File: src/rtl/tzhq_pkg.sv
`timescale 1ns / 1ps
// tzhq_pkg: widths, constants, reset values and shared types of the touch zone hold qualifier
// used by every file under rtl; depends on nothing

package tzhq_pkg;

    localparam int COORD_BITS_DEF = 12;
    localparam int BYTE_W         = 8;
    localparam int CFG_IDX_W      = 3;
    localparam int CFG_DATA_W     = 16;
    localparam int STEP_W         = 10;
    localparam int TIME_W         = 16;
    localparam int THR_W          = 12;
    localparam int MISS_LIM_W     = 8;
    localparam int HOLD_W         = 17;
    localparam int MISS_W         = 9;
    localparam int PCT_W          = 7;
    localparam int TAG_W          = 2;
    localparam int PTS_W          = 4;
    localparam int NUM_W          = 23;
    localparam int DIV_STEPS      = 7;
    localparam int DIV_CNT_W      = 3;

    localparam logic [HOLD_W-1:0] HOLD_MAX   = '1;
    localparam logic [MISS_W-1:0] MISS_MAX   = '1;
    localparam logic [PTS_W-1:0]  MAX_POINTS = 4'd2;
    localparam logic [PCT_W-1:0]  PCT_FULL   = 7'd100;
    localparam logic [PCT_W-1:0]  PCT_SCALE  = 7'd100;

    localparam logic [STEP_W-1:0]     RST_HOLD_STEP  = 10'd50;
    localparam logic [TIME_W-1:0]     RST_WARN_TIME  = 16'd5000;
    localparam logic [TIME_W-1:0]     RST_RESET_TIME = 16'd7000;
    localparam logic [THR_W-1:0]      RST_Y_THR      = 12'd240;
    localparam logic [THR_W-1:0]      RST_ZONE_A_END = 12'd100;
    localparam logic [THR_W-1:0]      RST_ZONE_B_END = 12'd220;
    localparam logic [MISS_LIM_W-1:0] RST_MISS_LIMIT = 8'd5;

    typedef enum logic [CFG_IDX_W-1:0] {
        CFG_HOLD_STEP  = 3'd0,
        CFG_WARN_TIME  = 3'd1,
        CFG_RESET_TIME = 3'd2,
        CFG_Y_THR      = 3'd3,
        CFG_ZONE_A_END = 3'd4,
        CFG_ZONE_B_END = 3'd5,
        CFG_MISS_LIMIT = 3'd6
    } t_cfg_idx;

    typedef enum logic [TAG_W-1:0] {
        TAG_NONE   = 2'd0,
        TAG_ZONE_B = 2'd1,
        TAG_ZONE_C = 2'd2
    } t_tag;

    typedef struct packed {
        logic [STEP_W-1:0]     hold_step;
        logic [TIME_W-1:0]     warn_time;
        logic [TIME_W-1:0]     reset_time;
        logic [THR_W-1:0]      y_thr;
        logic [THR_W-1:0]      zone_a_end;
        logic [THR_W-1:0]      zone_b_end;
        logic [MISS_LIM_W-1:0] miss_limit;
    } t_cfg;

    typedef struct packed {
        logic                 load_in;
        logic                 eval;
        logic                 mul;
        logic                 div_step;
        logic [DIV_CNT_W-1:0] div_shift;
        logic                 out_load;
    } t_cmd;

    typedef struct packed {
        logic need_div;
        logic out_free;
    } t_status;

endpackage

File: src/rtl/tzhq_poll_if.sv
`timescale 1ns / 1ps
// tzhq_poll_if: input channel carrying one controller poll per item
// depends on tzhq_pkg

interface tzhq_poll_if;
    import tzhq_pkg::*;

    logic              valid;
    logic              ready;
    logic              read_ok;
    logic [BYTE_W-1:0] status_byte;
    logic [BYTE_W-1:0] x_high_byte;
    logic [BYTE_W-1:0] x_low_byte;
    logic [BYTE_W-1:0] y_high_byte;
    logic [BYTE_W-1:0] y_low_byte;

    modport source (
        output valid, read_ok, status_byte, x_high_byte, x_low_byte,
        output y_high_byte, y_low_byte,
        input  ready
    );
    modport sink (
        input  valid, read_ok, status_byte, x_high_byte, x_low_byte,
        input  y_high_byte, y_low_byte,
        output ready
    );
endinterface

File: src/rtl/tzhq_result_if.sv
`timescale 1ns / 1ps
// tzhq_result_if: output channel carrying one qualified result per item
// depends on tzhq_pkg

interface tzhq_result_if;
    import tzhq_pkg::*;

    logic             valid;
    logic             ready;
    logic [TAG_W-1:0] tag;
    logic             tag_changed;
    logic             progress_update;
    logic [PCT_W-1:0] progress_percent;
    logic             progress_warn;
    logic             factory_reset;

    modport source (
        output valid, tag, tag_changed, progress_update, progress_percent,
        output progress_warn, factory_reset,
        input  ready
    );
    modport sink (
        input  valid, tag, tag_changed, progress_update, progress_percent,
        input  progress_warn, factory_reset,
        output ready
    );
endinterface

File: src/rtl/touch_zone_hold_qualifier.sv
`timescale 1ns / 1ps
// sequence: each poll is captured, evaluated and multiplied; for a zone-A hold below
// the reset time a 7-step restoring divider then forms the percent
// flow: a new poll is taken only after the last result has entered the result
// register, which waits on the sink while it is full
// reset: synchronous active-low; clears hold, miss count and tag state, loads the
// default configuration and empties the result register

module touch_zone_hold_qualifier #(
    parameter int COORD_BITS = tzhq_pkg::COORD_BITS_DEF
) (
    input  logic                            i_clk,
    input  logic                            i_rst_n,
    input  logic                            i_cfg_we,
    input  logic [tzhq_pkg::CFG_IDX_W-1:0]  i_cfg_idx,
    input  logic [tzhq_pkg::CFG_DATA_W-1:0] i_cfg_wdata,
    tzhq_poll_if.sink                       i_poll,
    tzhq_result_if.source                   o_result
);
    import tzhq_pkg::*;

    t_cfg    cfg;
    t_cmd    cmd;
    t_status status;

    tzhq_cfg_regs u_cfg (
        .i_clk       (i_clk),
        .i_rst_n     (i_rst_n),
        .i_cfg_we    (i_cfg_we),
        .i_cfg_idx   (i_cfg_idx),
        .i_cfg_wdata (i_cfg_wdata),
        .o_cfg       (cfg)
    );

    tzhq_ctrl u_ctrl (
        .i_clk      (i_clk),
        .i_rst_n    (i_rst_n),
        .i_in_valid (i_poll.valid),
        .o_in_ready (i_poll.ready),
        .i_status   (status),
        .o_cmd      (cmd)
    );

    tzhq_datapath #(
        .COORD_BITS (COORD_BITS)
    ) u_dp (
        .i_clk              (i_clk),
        .i_rst_n            (i_rst_n),
        .i_cfg              (cfg),
        .i_cmd              (cmd),
        .o_status           (status),
        .i_read_ok          (i_poll.read_ok),
        .i_status_byte      (i_poll.status_byte),
        .i_x_high_byte      (i_poll.x_high_byte),
        .i_x_low_byte       (i_poll.x_low_byte),
        .i_y_high_byte      (i_poll.y_high_byte),
        .i_y_low_byte       (i_poll.y_low_byte),
        .o_valid            (o_result.valid),
        .i_ready            (o_result.ready),
        .o_tag              (o_result.tag),
        .o_tag_changed      (o_result.tag_changed),
        .o_progress_update  (o_result.progress_update),
        .o_progress_percent (o_result.progress_percent),
        .o_progress_warn    (o_result.progress_warn),
        .o_factory_reset    (o_result.factory_reset)
    );

endmodule

File: src/rtl/tzhq_cfg_regs.sv
`timescale 1ns / 1ps
// tzhq_cfg_regs: configuration register bank with write-only port
// depends on tzhq_pkg

module tzhq_cfg_regs (
    input  logic                           i_clk,
    input  logic                           i_rst_n,
    input  logic                           i_cfg_we,
    input  logic [tzhq_pkg::CFG_IDX_W-1:0] i_cfg_idx,
    input  logic [tzhq_pkg::CFG_DATA_W-1:0] i_cfg_wdata,
    output tzhq_pkg::t_cfg                 o_cfg
);
    import tzhq_pkg::*;

    t_cfg r_cfg;

    always_ff @(posedge i_clk) begin
        if (!i_rst_n) begin
            r_cfg.hold_step  <= RST_HOLD_STEP;
            r_cfg.warn_time  <= RST_WARN_TIME;
            r_cfg.reset_time <= RST_RESET_TIME;
            r_cfg.y_thr      <= RST_Y_THR;
            r_cfg.zone_a_end <= RST_ZONE_A_END;
            r_cfg.zone_b_end <= RST_ZONE_B_END;
            r_cfg.miss_limit <= RST_MISS_LIMIT;
        end else if (i_cfg_we) begin
            case (t_cfg_idx'(i_cfg_idx))
                CFG_HOLD_STEP:  r_cfg.hold_step  <= i_cfg_wdata[STEP_W-1:0];
                CFG_WARN_TIME:  r_cfg.warn_time  <= i_cfg_wdata[TIME_W-1:0];
                CFG_RESET_TIME: r_cfg.reset_time <= i_cfg_wdata[TIME_W-1:0];
                CFG_Y_THR:      r_cfg.y_thr      <= i_cfg_wdata[THR_W-1:0];
                CFG_ZONE_A_END: r_cfg.zone_a_end <= i_cfg_wdata[THR_W-1:0];
                CFG_ZONE_B_END: r_cfg.zone_b_end <= i_cfg_wdata[THR_W-1:0];
                CFG_MISS_LIMIT: r_cfg.miss_limit <= i_cfg_wdata[MISS_LIM_W-1:0];
                default: ;
            endcase
        end
    end

    assign o_cfg = r_cfg;

endmodule

File: src/rtl/tzhq_ctrl.sv
`timescale 1ns / 1ps
// tzhq_ctrl: sequencer for one poll: capture, evaluate, multiply, divide, deliver
// depends on tzhq_pkg

module tzhq_ctrl (
    input  logic              i_clk,
    input  logic              i_rst_n,
    input  logic              i_in_valid,
    output logic              o_in_ready,
    input  tzhq_pkg::t_status i_status,
    output tzhq_pkg::t_cmd    o_cmd
);
    import tzhq_pkg::*;

    typedef enum logic [4:0] {
        S_IDLE = 5'b00001,
        S_EVAL = 5'b00010,
        S_MUL  = 5'b00100,
        S_DIV  = 5'b01000,
        S_DONE = 5'b10000
    } t_state;

    t_state               r_state, n_state;
    logic [DIV_CNT_W-1:0] r_bit, n_bit;

    always_comb begin
        n_state   = r_state;
        n_bit     = r_bit;
        o_cmd     = '0;
        o_in_ready = 1'b0;
        case (r_state)
            S_IDLE: begin
                o_in_ready = 1'b1;
                if (i_in_valid) begin
                    o_cmd.load_in = 1'b1;
                    n_state       = S_EVAL;
                end
            end
            S_EVAL: begin
                o_cmd.eval = 1'b1;
                n_state    = S_MUL;
            end
            S_MUL: begin
                o_cmd.mul = 1'b1;
                n_bit     = DIV_CNT_W'(DIV_STEPS - 1);
                n_state   = i_status.need_div ? S_DIV : S_DONE;
            end
            S_DIV: begin
                // one quotient bit per cycle, msb first
                o_cmd.div_step  = 1'b1;
                o_cmd.div_shift = r_bit;
                if (r_bit == '0) begin
                    n_state = S_DONE;
                end else begin
                    n_bit = r_bit - 1'b1;
                end
            end
            S_DONE: begin
                if (i_status.out_free) begin
                    o_cmd.out_load = 1'b1;
                    n_state        = S_IDLE;
                end
            end
            default: begin
                n_state = S_IDLE;
            end
        endcase
    end

    always_ff @(posedge i_clk) begin
        if (!i_rst_n) begin
            r_state <= S_IDLE;
            r_bit   <= '0;
        end else begin
            r_state <= n_state;
            r_bit   <= n_bit;
        end
    end

endmodule

File: src/rtl/tzhq_datapath.sv
`timescale 1ns / 1ps
// tzhq_datapath: poll decode, hold/miss/tag state, percent divider and output register
// depends on tzhq_pkg

module tzhq_datapath #(
    parameter int COORD_BITS = tzhq_pkg::COORD_BITS_DEF
) (
    input  logic                        i_clk,
    input  logic                        i_rst_n,
    input  tzhq_pkg::t_cfg              i_cfg,
    input  tzhq_pkg::t_cmd              i_cmd,
    output tzhq_pkg::t_status           o_status,
    input  logic                        i_read_ok,
    input  logic [tzhq_pkg::BYTE_W-1:0] i_status_byte,
    input  logic [tzhq_pkg::BYTE_W-1:0] i_x_high_byte,
    input  logic [tzhq_pkg::BYTE_W-1:0] i_x_low_byte,
    input  logic [tzhq_pkg::BYTE_W-1:0] i_y_high_byte,
    input  logic [tzhq_pkg::BYTE_W-1:0] i_y_low_byte,
    output logic                        o_valid,
    input  logic                        i_ready,
    output logic [tzhq_pkg::TAG_W-1:0]  o_tag,
    output logic                        o_tag_changed,
    output logic                        o_progress_update,
    output logic [tzhq_pkg::PCT_W-1:0]  o_progress_percent,
    output logic                        o_progress_warn,
    output logic                        o_factory_reset
);
    import tzhq_pkg::*;

    localparam int HI_W  = COORD_BITS - BYTE_W;
    localparam int CMP_W = (COORD_BITS > THR_W) ? COORD_BITS : THR_W;
    localparam logic [BYTE_W-1:0] HI_MASK = BYTE_W'((1 << HI_W) - 1);

    // captured poll
    logic              r_read_ok;
    logic [BYTE_W-1:0] r_status_byte, r_xh, r_xl, r_yh, r_yl;

    // block state
    logic [HOLD_W-1:0] r_hold;
    logic [MISS_W-1:0] r_miss;
    logic [TAG_W-1:0]  r_cur_tag;
    logic              r_rep_valid;

    // per-item results
    logic              r_upd, r_warn, r_fire, r_changed, r_need_div;
    logic [PCT_W-1:0]  r_pct;
    logic [TIME_W-1:0] r_num;
    logic [NUM_W-1:0]  r_rem;

    // output register
    logic             r_out_valid;
    logic [TAG_W-1:0] r_o_tag;
    logic             r_o_changed, r_o_upd, r_o_warn, r_o_fire;
    logic [PCT_W-1:0] r_o_pct;

    logic [COORD_BITS-1:0] x_coord, y_coord;
    logic [CMP_W-1:0]      x_c, y_c;
    logic [PTS_W-1:0]      pts;
    logic                  touched, in_zone_a, in_zone_b;
    logic [HOLD_W:0]       hold_sum;
    logic [HOLD_W-1:0]     hold_sat;
    logic                  reach_rt, reach_warn;
    logic [MISS_W-1:0]     miss_inc;
    logic                  released;

    logic [HOLD_W-1:0] e_hold;
    logic [MISS_W-1:0] e_miss;
    logic [TAG_W-1:0]  e_tag;
    logic              e_upd, e_warn, e_fire, e_need_div;
    logic [NUM_W-1:0]  trial;

    assign x_coord = COORD_BITS'({r_xh & HI_MASK, r_xl});
    assign y_coord = COORD_BITS'({r_yh & HI_MASK, r_yl});
    assign x_c     = CMP_W'(x_coord);
    assign y_c     = CMP_W'(y_coord);
    assign pts     = r_status_byte[PTS_W-1:0];

    assign touched   = r_read_ok && (pts != '0) && (pts <= MAX_POINTS)
                     && (y_c > CMP_W'(i_cfg.y_thr));
    assign in_zone_a = x_c < CMP_W'(i_cfg.zone_a_end);
    assign in_zone_b = x_c < CMP_W'(i_cfg.zone_b_end);

    assign hold_sum   = {1'b0, r_hold} + (HOLD_W + 1)'(i_cfg.hold_step);
    assign hold_sat   = hold_sum[HOLD_W] ? HOLD_MAX : hold_sum[HOLD_W-1:0];
    assign reach_rt   = hold_sat >= HOLD_W'(i_cfg.reset_time);
    assign reach_warn = hold_sat >= HOLD_W'(i_cfg.warn_time);
    assign miss_inc   = (r_miss != MISS_MAX) ? (r_miss + 1'b1) : r_miss;
    assign released   = miss_inc > MISS_W'(i_cfg.miss_limit);

    always_comb begin
        e_hold     = r_hold;
        e_miss     = r_miss;
        e_tag      = r_cur_tag;
        e_upd      = 1'b0;
        e_warn     = 1'b0;
        e_fire     = 1'b0;
        e_need_div = 1'b0;
        if (touched) begin
            e_miss = '0;
            if (in_zone_a) begin
                e_tag  = TAG_NONE;
                e_upd  = 1'b1;
                e_warn = reach_warn;
                if (reach_rt) begin
                    // percent is full at or past the reset time
                    e_fire = 1'b1;
                    e_hold = '0;
                end else begin
                    e_need_div = 1'b1;
                    e_hold     = hold_sat;
                end
            end else begin
                e_tag  = in_zone_b ? TAG_ZONE_B : TAG_ZONE_C;
                e_upd  = r_hold != '0;
                e_hold = '0;
            end
        end else begin
            e_miss = miss_inc;
            if (released) begin
                e_tag  = TAG_NONE;
                e_upd  = r_hold != '0;
                e_hold = '0;
            end
        end
    end

    assign trial = NUM_W'(i_cfg.reset_time) << i_cmd.div_shift;

    always_ff @(posedge i_clk) begin
        if (i_cmd.load_in) begin
            r_read_ok     <= i_read_ok;
            r_status_byte <= i_status_byte;
            r_xh          <= i_x_high_byte;
            r_xl          <= i_x_low_byte;
            r_yh          <= i_y_high_byte;
            r_yl          <= i_y_low_byte;
        end
        if (i_cmd.eval) begin
            r_upd      <= e_upd;
            r_warn     <= e_warn;
            r_fire     <= e_fire;
            r_need_div <= e_need_div;
            // reported tag always tracks the current tag after an item
            r_changed  <= !r_rep_valid || (e_tag != r_cur_tag);
            r_pct      <= e_fire ? PCT_FULL : '0;
            r_num      <= hold_sat[TIME_W-1:0];
        end
        if (i_cmd.mul && r_need_div) begin
            r_rem <= NUM_W'(32'(r_num) * 32'(PCT_SCALE));
            r_pct <= '0;
        end
        if (i_cmd.div_step && (r_rem >= trial)) begin
            r_rem                  <= r_rem - trial;
            r_pct[i_cmd.div_shift] <= 1'b1;
        end
        if (i_cmd.out_load) begin
            r_o_tag     <= r_cur_tag;
            r_o_changed <= r_changed;
            r_o_upd     <= r_upd;
            r_o_pct     <= r_pct;
            r_o_warn    <= r_warn;
            r_o_fire    <= r_fire;
        end
    end

    always_ff @(posedge i_clk) begin
        if (!i_rst_n) begin
            r_hold      <= '0;
            r_miss      <= '0;
            r_cur_tag   <= TAG_NONE;
            r_rep_valid <= 1'b0;
            r_out_valid <= 1'b0;
        end else begin
            if (i_cmd.eval) begin
                r_hold      <= e_hold;
                r_miss      <= e_miss;
                r_cur_tag   <= e_tag;
                r_rep_valid <= 1'b1;
            end
            if (i_cmd.out_load) begin
                r_out_valid <= 1'b1;
            end else if (i_ready) begin
                r_out_valid <= 1'b0;
            end
        end
    end

    assign o_status.need_div = r_need_div;
    assign o_status.out_free = !r_out_valid || i_ready;

    assign o_valid            = r_out_valid;
    assign o_tag              = r_o_tag;
    assign o_tag_changed      = r_o_changed;
    assign o_progress_update  = r_o_upd;
    assign o_progress_percent = r_o_pct;
    assign o_progress_warn    = r_o_warn;
    assign o_factory_reset    = r_o_fire;

endmodule

File: src/flat_wrapper.sv
// flat-port wrapper written by rule: the top's interface ports become plain ports
module touch_zone_hold_qualifier_flat import tzhq_pkg::*;
#(
    parameter int COORD_BITS = tzhq_pkg::COORD_BITS_DEF
)
  (i_clk, i_rst_n, i_cfg_we, i_cfg_idx, i_cfg_wdata, i_poll_valid, i_poll_read_ok, i_poll_status_byte, i_poll_x_high_byte, i_poll_x_low_byte, i_poll_y_high_byte, i_poll_y_low_byte, i_poll_ready, o_result_valid, o_result_tag, o_result_tag_changed, o_result_progress_update, o_result_progress_percent, o_result_progress_warn, o_result_factory_reset, o_result_ready);
  tzhq_poll_if i_poll_i ();
  tzhq_result_if o_result_i ();
  input  logic i_clk;
  input  logic i_rst_n;
  input  logic i_cfg_we;
  input  logic [tzhq_pkg::CFG_IDX_W-1:0] i_cfg_idx;
  input  logic [tzhq_pkg::CFG_DATA_W-1:0] i_cfg_wdata;
  input wire logic [$bits(i_poll_i.valid)-1:0] i_poll_valid;
  input wire logic [$bits(i_poll_i.read_ok)-1:0] i_poll_read_ok;
  input wire logic [$bits(i_poll_i.status_byte)-1:0] i_poll_status_byte;
  input wire logic [$bits(i_poll_i.x_high_byte)-1:0] i_poll_x_high_byte;
  input wire logic [$bits(i_poll_i.x_low_byte)-1:0] i_poll_x_low_byte;
  input wire logic [$bits(i_poll_i.y_high_byte)-1:0] i_poll_y_high_byte;
  input wire logic [$bits(i_poll_i.y_low_byte)-1:0] i_poll_y_low_byte;
  output wire logic [$bits(i_poll_i.ready)-1:0] i_poll_ready;
  output wire logic [$bits(o_result_i.valid)-1:0] o_result_valid;
  output wire logic [$bits(o_result_i.tag)-1:0] o_result_tag;
  output wire logic [$bits(o_result_i.tag_changed)-1:0] o_result_tag_changed;
  output wire logic [$bits(o_result_i.progress_update)-1:0] o_result_progress_update;
  output wire logic [$bits(o_result_i.progress_percent)-1:0] o_result_progress_percent;
  output wire logic [$bits(o_result_i.progress_warn)-1:0] o_result_progress_warn;
  output wire logic [$bits(o_result_i.factory_reset)-1:0] o_result_factory_reset;
  input wire logic [$bits(o_result_i.ready)-1:0] o_result_ready;
  assign i_poll_i.valid = i_poll_valid;
  assign i_poll_i.read_ok = i_poll_read_ok;
  assign i_poll_i.status_byte = i_poll_status_byte;
  assign i_poll_i.x_high_byte = i_poll_x_high_byte;
  assign i_poll_i.x_low_byte = i_poll_x_low_byte;
  assign i_poll_i.y_high_byte = i_poll_y_high_byte;
  assign i_poll_i.y_low_byte = i_poll_y_low_byte;
  assign i_poll_ready = i_poll_i.ready;
  assign o_result_valid = o_result_i.valid;
  assign o_result_tag = o_result_i.tag;
  assign o_result_tag_changed = o_result_i.tag_changed;
  assign o_result_progress_update = o_result_i.progress_update;
  assign o_result_progress_percent = o_result_i.progress_percent;
  assign o_result_progress_warn = o_result_i.progress_warn;
  assign o_result_factory_reset = o_result_i.factory_reset;
  assign o_result_i.ready = o_result_ready;
  touch_zone_hold_qualifier #(.COORD_BITS(COORD_BITS)) u_core (.i_clk(i_clk), .i_rst_n(i_rst_n), .i_cfg_we(i_cfg_we), .i_cfg_idx(i_cfg_idx), .i_cfg_wdata(i_cfg_wdata), .i_poll(i_poll_i), .o_result(o_result_i));
endmodule
File: config.mk
export PLATFORM = sky130hd
export DESIGN_NAME = touch_zone_hold_qualifier_flat
export DESIGN_NICKNAME = d
export VERILOG_FILES = /design/src/rtl/tzhq_pkg.sv /design/src/rtl/tzhq_poll_if.sv /design/src/rtl/tzhq_result_if.sv /design/src/rtl/touch_zone_hold_qualifier.sv /design/src/rtl/tzhq_cfg_regs.sv /design/src/rtl/tzhq_ctrl.sv /design/src/rtl/tzhq_datapath.sv /design/src/flat_wrapper.sv
export SDC_FILE = /design/constraint.sdc
export NUM_CORES = 1
export LEC_CHECK = 0
export BUFFER_PORTS_ARGS = -buffer_cell sky130_fd_sc_hd__buf_2
export CORE_UTILIZATION = 45
export CTS_CLUSTER_SIZE = 30
export DETAILED_ROUTE_END_ITERATION = 10
export GPL_ROUTABILITY_DRIVEN = 0
export GPL_TIMING_DRIVEN = 0
export SYNTH_ARGS = -nofsm -noshare
export SYNTH_HDL_FRONTEND = slang
export SYNTH_SLANG_ARGS = --single-unit
File: constraint.sdc
create_clock -name i_clk -period 5 [get_ports i_clk]
set_clock_uncertainty 0.1 [all_clocks]
set_input_delay 0.5 -clock i_clk [delete_from_list [all_inputs] [get_ports i_clk]]
set_output_delay 0.5 -clock i_clk [all_outputs]
set_load 0.05 [all_outputs]
==> metrics.md <==
| Metric | Value |
|---|---|
| Status | `complete, no violations` |
| Total negative slack | `0 ns` |
| First-pass DRT Iterations | `5` |
| Launch point of the critical path | `u_core.u_ctrl.r_state[4]$_SDFFE_PN0P_` |
| Synth area leaders | `dfxtp_1 (19%), edfxtp_1 (19%), ha_1 (15%), nand2_1 (6.5%), inv_1 (3.8%)` |
| Post-synth EDFFs | `between 80 and 90` |
| Top-area cell type share of the netlist area | `0.193` |
| CTS Buf Count | `26` |
| Fin crit period | `4.71 ns` |
| Area delta synth->final | `13.2%` |
| PwrDens | `271 nW/µm²` |
| Final #Nets | `about 1,800` |
| Fin cells | `1,979` |
| CP Cell Sequence | `nand2b_1 > nor4_4 > buf_4 > nand2_2 > buf_6 > mux2i_1 > mux2i_1 > ha_1 > buf_2 > a21o_1 > a211oi_1 > o221ai_1 > a211o_1 > a221oi_4 > nand2b_1 > buf_6 > buf_6 > nand2_8` |
| Critical R2R Launch | `u_core.u_ctrl.r_state[4]$_SDFFE_PN0P_` |
| Leak | `6.59 nW` |
| NetSw | `1.02 mW` |
| Core area | `29,600 µm²` |
| Starting density of the core | `0.458` |
| Vias in the first global route | `10,500` |
| Slew @ Worst Pin | `about 1.2 ns` |
| Io pins | `80` |
| Synthesized flop and latch total | `around 220` |
| # diodes | `0` |
| Most used flip-flop cell after synthesis | `dfxtp_1` |
| CTS max path bufs | `3` |
| Yosys cell types | `71` |
| Final hold vios | `0` |
| Die H | `around 180 µm` |
| Hold slack final | `0.0404 ns` |
| Hold path startpoint | `i_poll_status_byte[0]` |
| Die Wd | `~180 µm` |
| Vias per cell | `approximately 5.4` |
| Total track usage | `0.231` |
| Bufs and invs on worst path | `5` |
| Worst setup path category | `reg2reg` |
| First-pass GRT wire length | `roughly 55 mm` |
| Worst relative slew slack | `0.167` |
| H-tree Lvls | `1` |
| Hold path cells | `1` |
| Total Wirelength | `35.4 mm` |
| CP top delay family | `compound AO/OA/AOI/OAI gates` |
| Clock power share | `0.457` |
| Routed WL per cell | `17.9 µm` |
| Vias | `10,800` |
| Count of input and output buffers | `65` |
| Rows | `63` |
| Yosys top cell by area | `dfxtp_1` |
| Hold Path Class | `in2reg` |
| Drt initial violations | `slightly below 600` |
| Ys async rst share | `0` |
| Max Slew Vio Count | `0` |
| Syn Nets | `1,712` |
| Hold buffer count at cts | `0` |
| Reg power frac | `0.457` |
| Setup crit start kind | `flop` |
| CP Capture Type | `flop` |
| Post-DRT Antenna Nets | `0` |
| DRC | `0` |
| P_int | `3.15 mW` |
| Worst Path Required | `5.15 ns` |
| CP Max Fanout | `23` |
| Initial antenna violation count | `0` |
| Arrival time worst endpoint | `4.86 ns` |
| Sw Share | `0.244` |
| HPWL Detailed | `27.0 mm` |
| Cells after Synth | `1,472` |
| Worst r2r path cells | `18` |
| Maximum VDD drop | `0.000234 V` |
| Largest net degree at the start of global routing | `31` |
| # clock sinks | `217` |
| Max incr delay on CP | `0.35 ns` |
| Worst skew pair latency | `0.53 ns` |
| Ys Warns | `0` |
| Cell Area, Synth | `roughly 14,000 µm²` |
| Layout cells sized above 1 | `0.103` |
| Max cap viols | `0` |
| Total congestion overflow | `0` |
| Comb power frac | `0.086` |
| Critical-path top delay cell | `nor4_4` |
| Worst path depth | `18` |
| Seq/Total Area, Yosys | `0.384` |
| Avg Cell Area, Syn | `9.22 µm²` |
| CTS tree | `yes` |
| Total die area | `30,900 µm²` |
| Peak Freq | `212 MHz` |
| Worst-path clk slew | `roughly 0.060 ns` |
| Final setup violation count | `0` |
| DP Cell Count | `about 1,900` |
| Crit path top cell by count | `buf_6` |
| Final worst path period share | `0.942` |
| RSZ-0062 raised after global routing | `false` |
| Root Driver | `clkbuf_16` |
## cell usage after synthesis, drive strengths merged, types with 31 or more instances
cell type  count
ha           162
o211ai        31
a21boi        57
dfxtp        131
o21ai         57
mux2i         39
nand3         33
clkbuf        31
edfxtp        86
a21oi         83
nor2          65
nand2        236
inv          139
## cells in the final DEF, fill, tap and decap left out, types with 11 or more instances in the layout
cell type  count
nand2_1      234
ha_1         162
inv_1        139
dfxtp_1      131
edfxtp_1      86
a21oi_1       77
buf_2         70
nor2_1        62
a21boi_0      57
o21ai_0       52
mux2i_1       34
nand3_1       33
o211ai_1      31
clkbuf_1      30
xnor2_1       30
clkbuf_16     29
nor3_1        23
nand2b_1      21
a21o_1        21
xor2_1        18
a22o_1        16
o21a_1        15
nor2b_1       14
nand4_1       13
fa_1          13
and3_1        12
and2_1        11
## flip-flops by register name (all words and copies together) (netlist names), 2 cells and up
name                            count
u_core.u_dp.r_num                  16
u_core.u_cfg.o_cfg                 86
u_core.u_dp.r_yh                    4
u_core.u_dp.r_cur_tag               2
u_core.u_dp.r_miss                  9
u_core.u_dp.r_hold                 17
u_core.u_dp.r_rem                  23
u_core.u_dp.o_tag                   2
u_core.u_dp.r_pct                   7
u_core.u_dp.o_progress_percent      7
u_core.u_ctrl.r_bit                 3
u_core.u_dp.r_yl                    8
u_core.u_dp.r_status_byte           4
u_core.u_dp.r_xl                    8
u_core.u_dp.r_xh                    4
u_core.u_ctrl.r_state               5
## path summary, 6_finish.rpt
kind / slack, ns / to
worst max-delay path: 0.29 / u_core.u_dp.r_rem[10]$_DFFE_PP_
worst min-delay path: 0.04 / u_core.u_dp.r_status_byte[0]$_DFFE_PP_
worst max register to register: 0.29 / u_core.u_dp.r_rem[10]$_DFFE_PP_
worst min register to register: 0.32 / u_core.u_dp.o_tag_changed$_DFFE_PP_
## repair_timing
action                     in CTS  in global routing
resized for setup               5                 27
setup endpoints to repair      25                 69
pin swaps                       0                  2
buffers inserted                0                  4
## metrics by stage
step	power [mW]	setup WS, ns	util	instance area [µm²]
after floorplan	2.17	0.467	-	13600
after global placement	2.29	-0.796	0.485	14400
after detailed placement	2.30	-0.830	0.485	14400
after CTS	4.19	0.0308	0.515	15300
after global routing	4.30	0.00925	0.518	15400
final	4.16	0.290	0.518	15400
## power groups by stage
stage	logic, mW	registers [mW]	clock network [mW]
final	0.358	1.90	1.90
after global routing	0.399	1.91	1.99
after CTS	0.358	1.90	1.93
after detailed placement	0.355	1.94	0
after global placement	0.347	1.94	0
after floorplan	0.237	1.93	0
## area by class of cell
type                            instances  area [µm²]
Timing Repair Buffer                   69         355
Sequential cell                       217        5200
Inverter                              140         526
Buffer                                 41         220
Clock buffer                           36         772
Clock inverter                         12        90.1
Multi-Input combinational cell       1074        7710
Tap cell                              390         488
Fill cell                            2794       14300
## per-layer routing
layer | GRT usage | up-vias | part of all wire
met1 | 0.308 | 5078 | 0.47
met3 | 0.0260 | 49 | 0.036
met2 | 0.394 | 218 | 0.47
met4 | 0.0638 | 0 | 0.026
met5 | 0 | - | 0
li1 | - | 5418 | -
## kinds of logic after synthesis
group,count (synthesis),share of synthesized area
simple gates,454,0.150
compound gates,354,0.181
flops,217,0.384
buf+inv,181,0.0539
fa+ha+maj,176,0.169
xor+xnor,48,0.0310
mux,42,0.0313
Note: power is estimated with default switching activity, not from simulation.
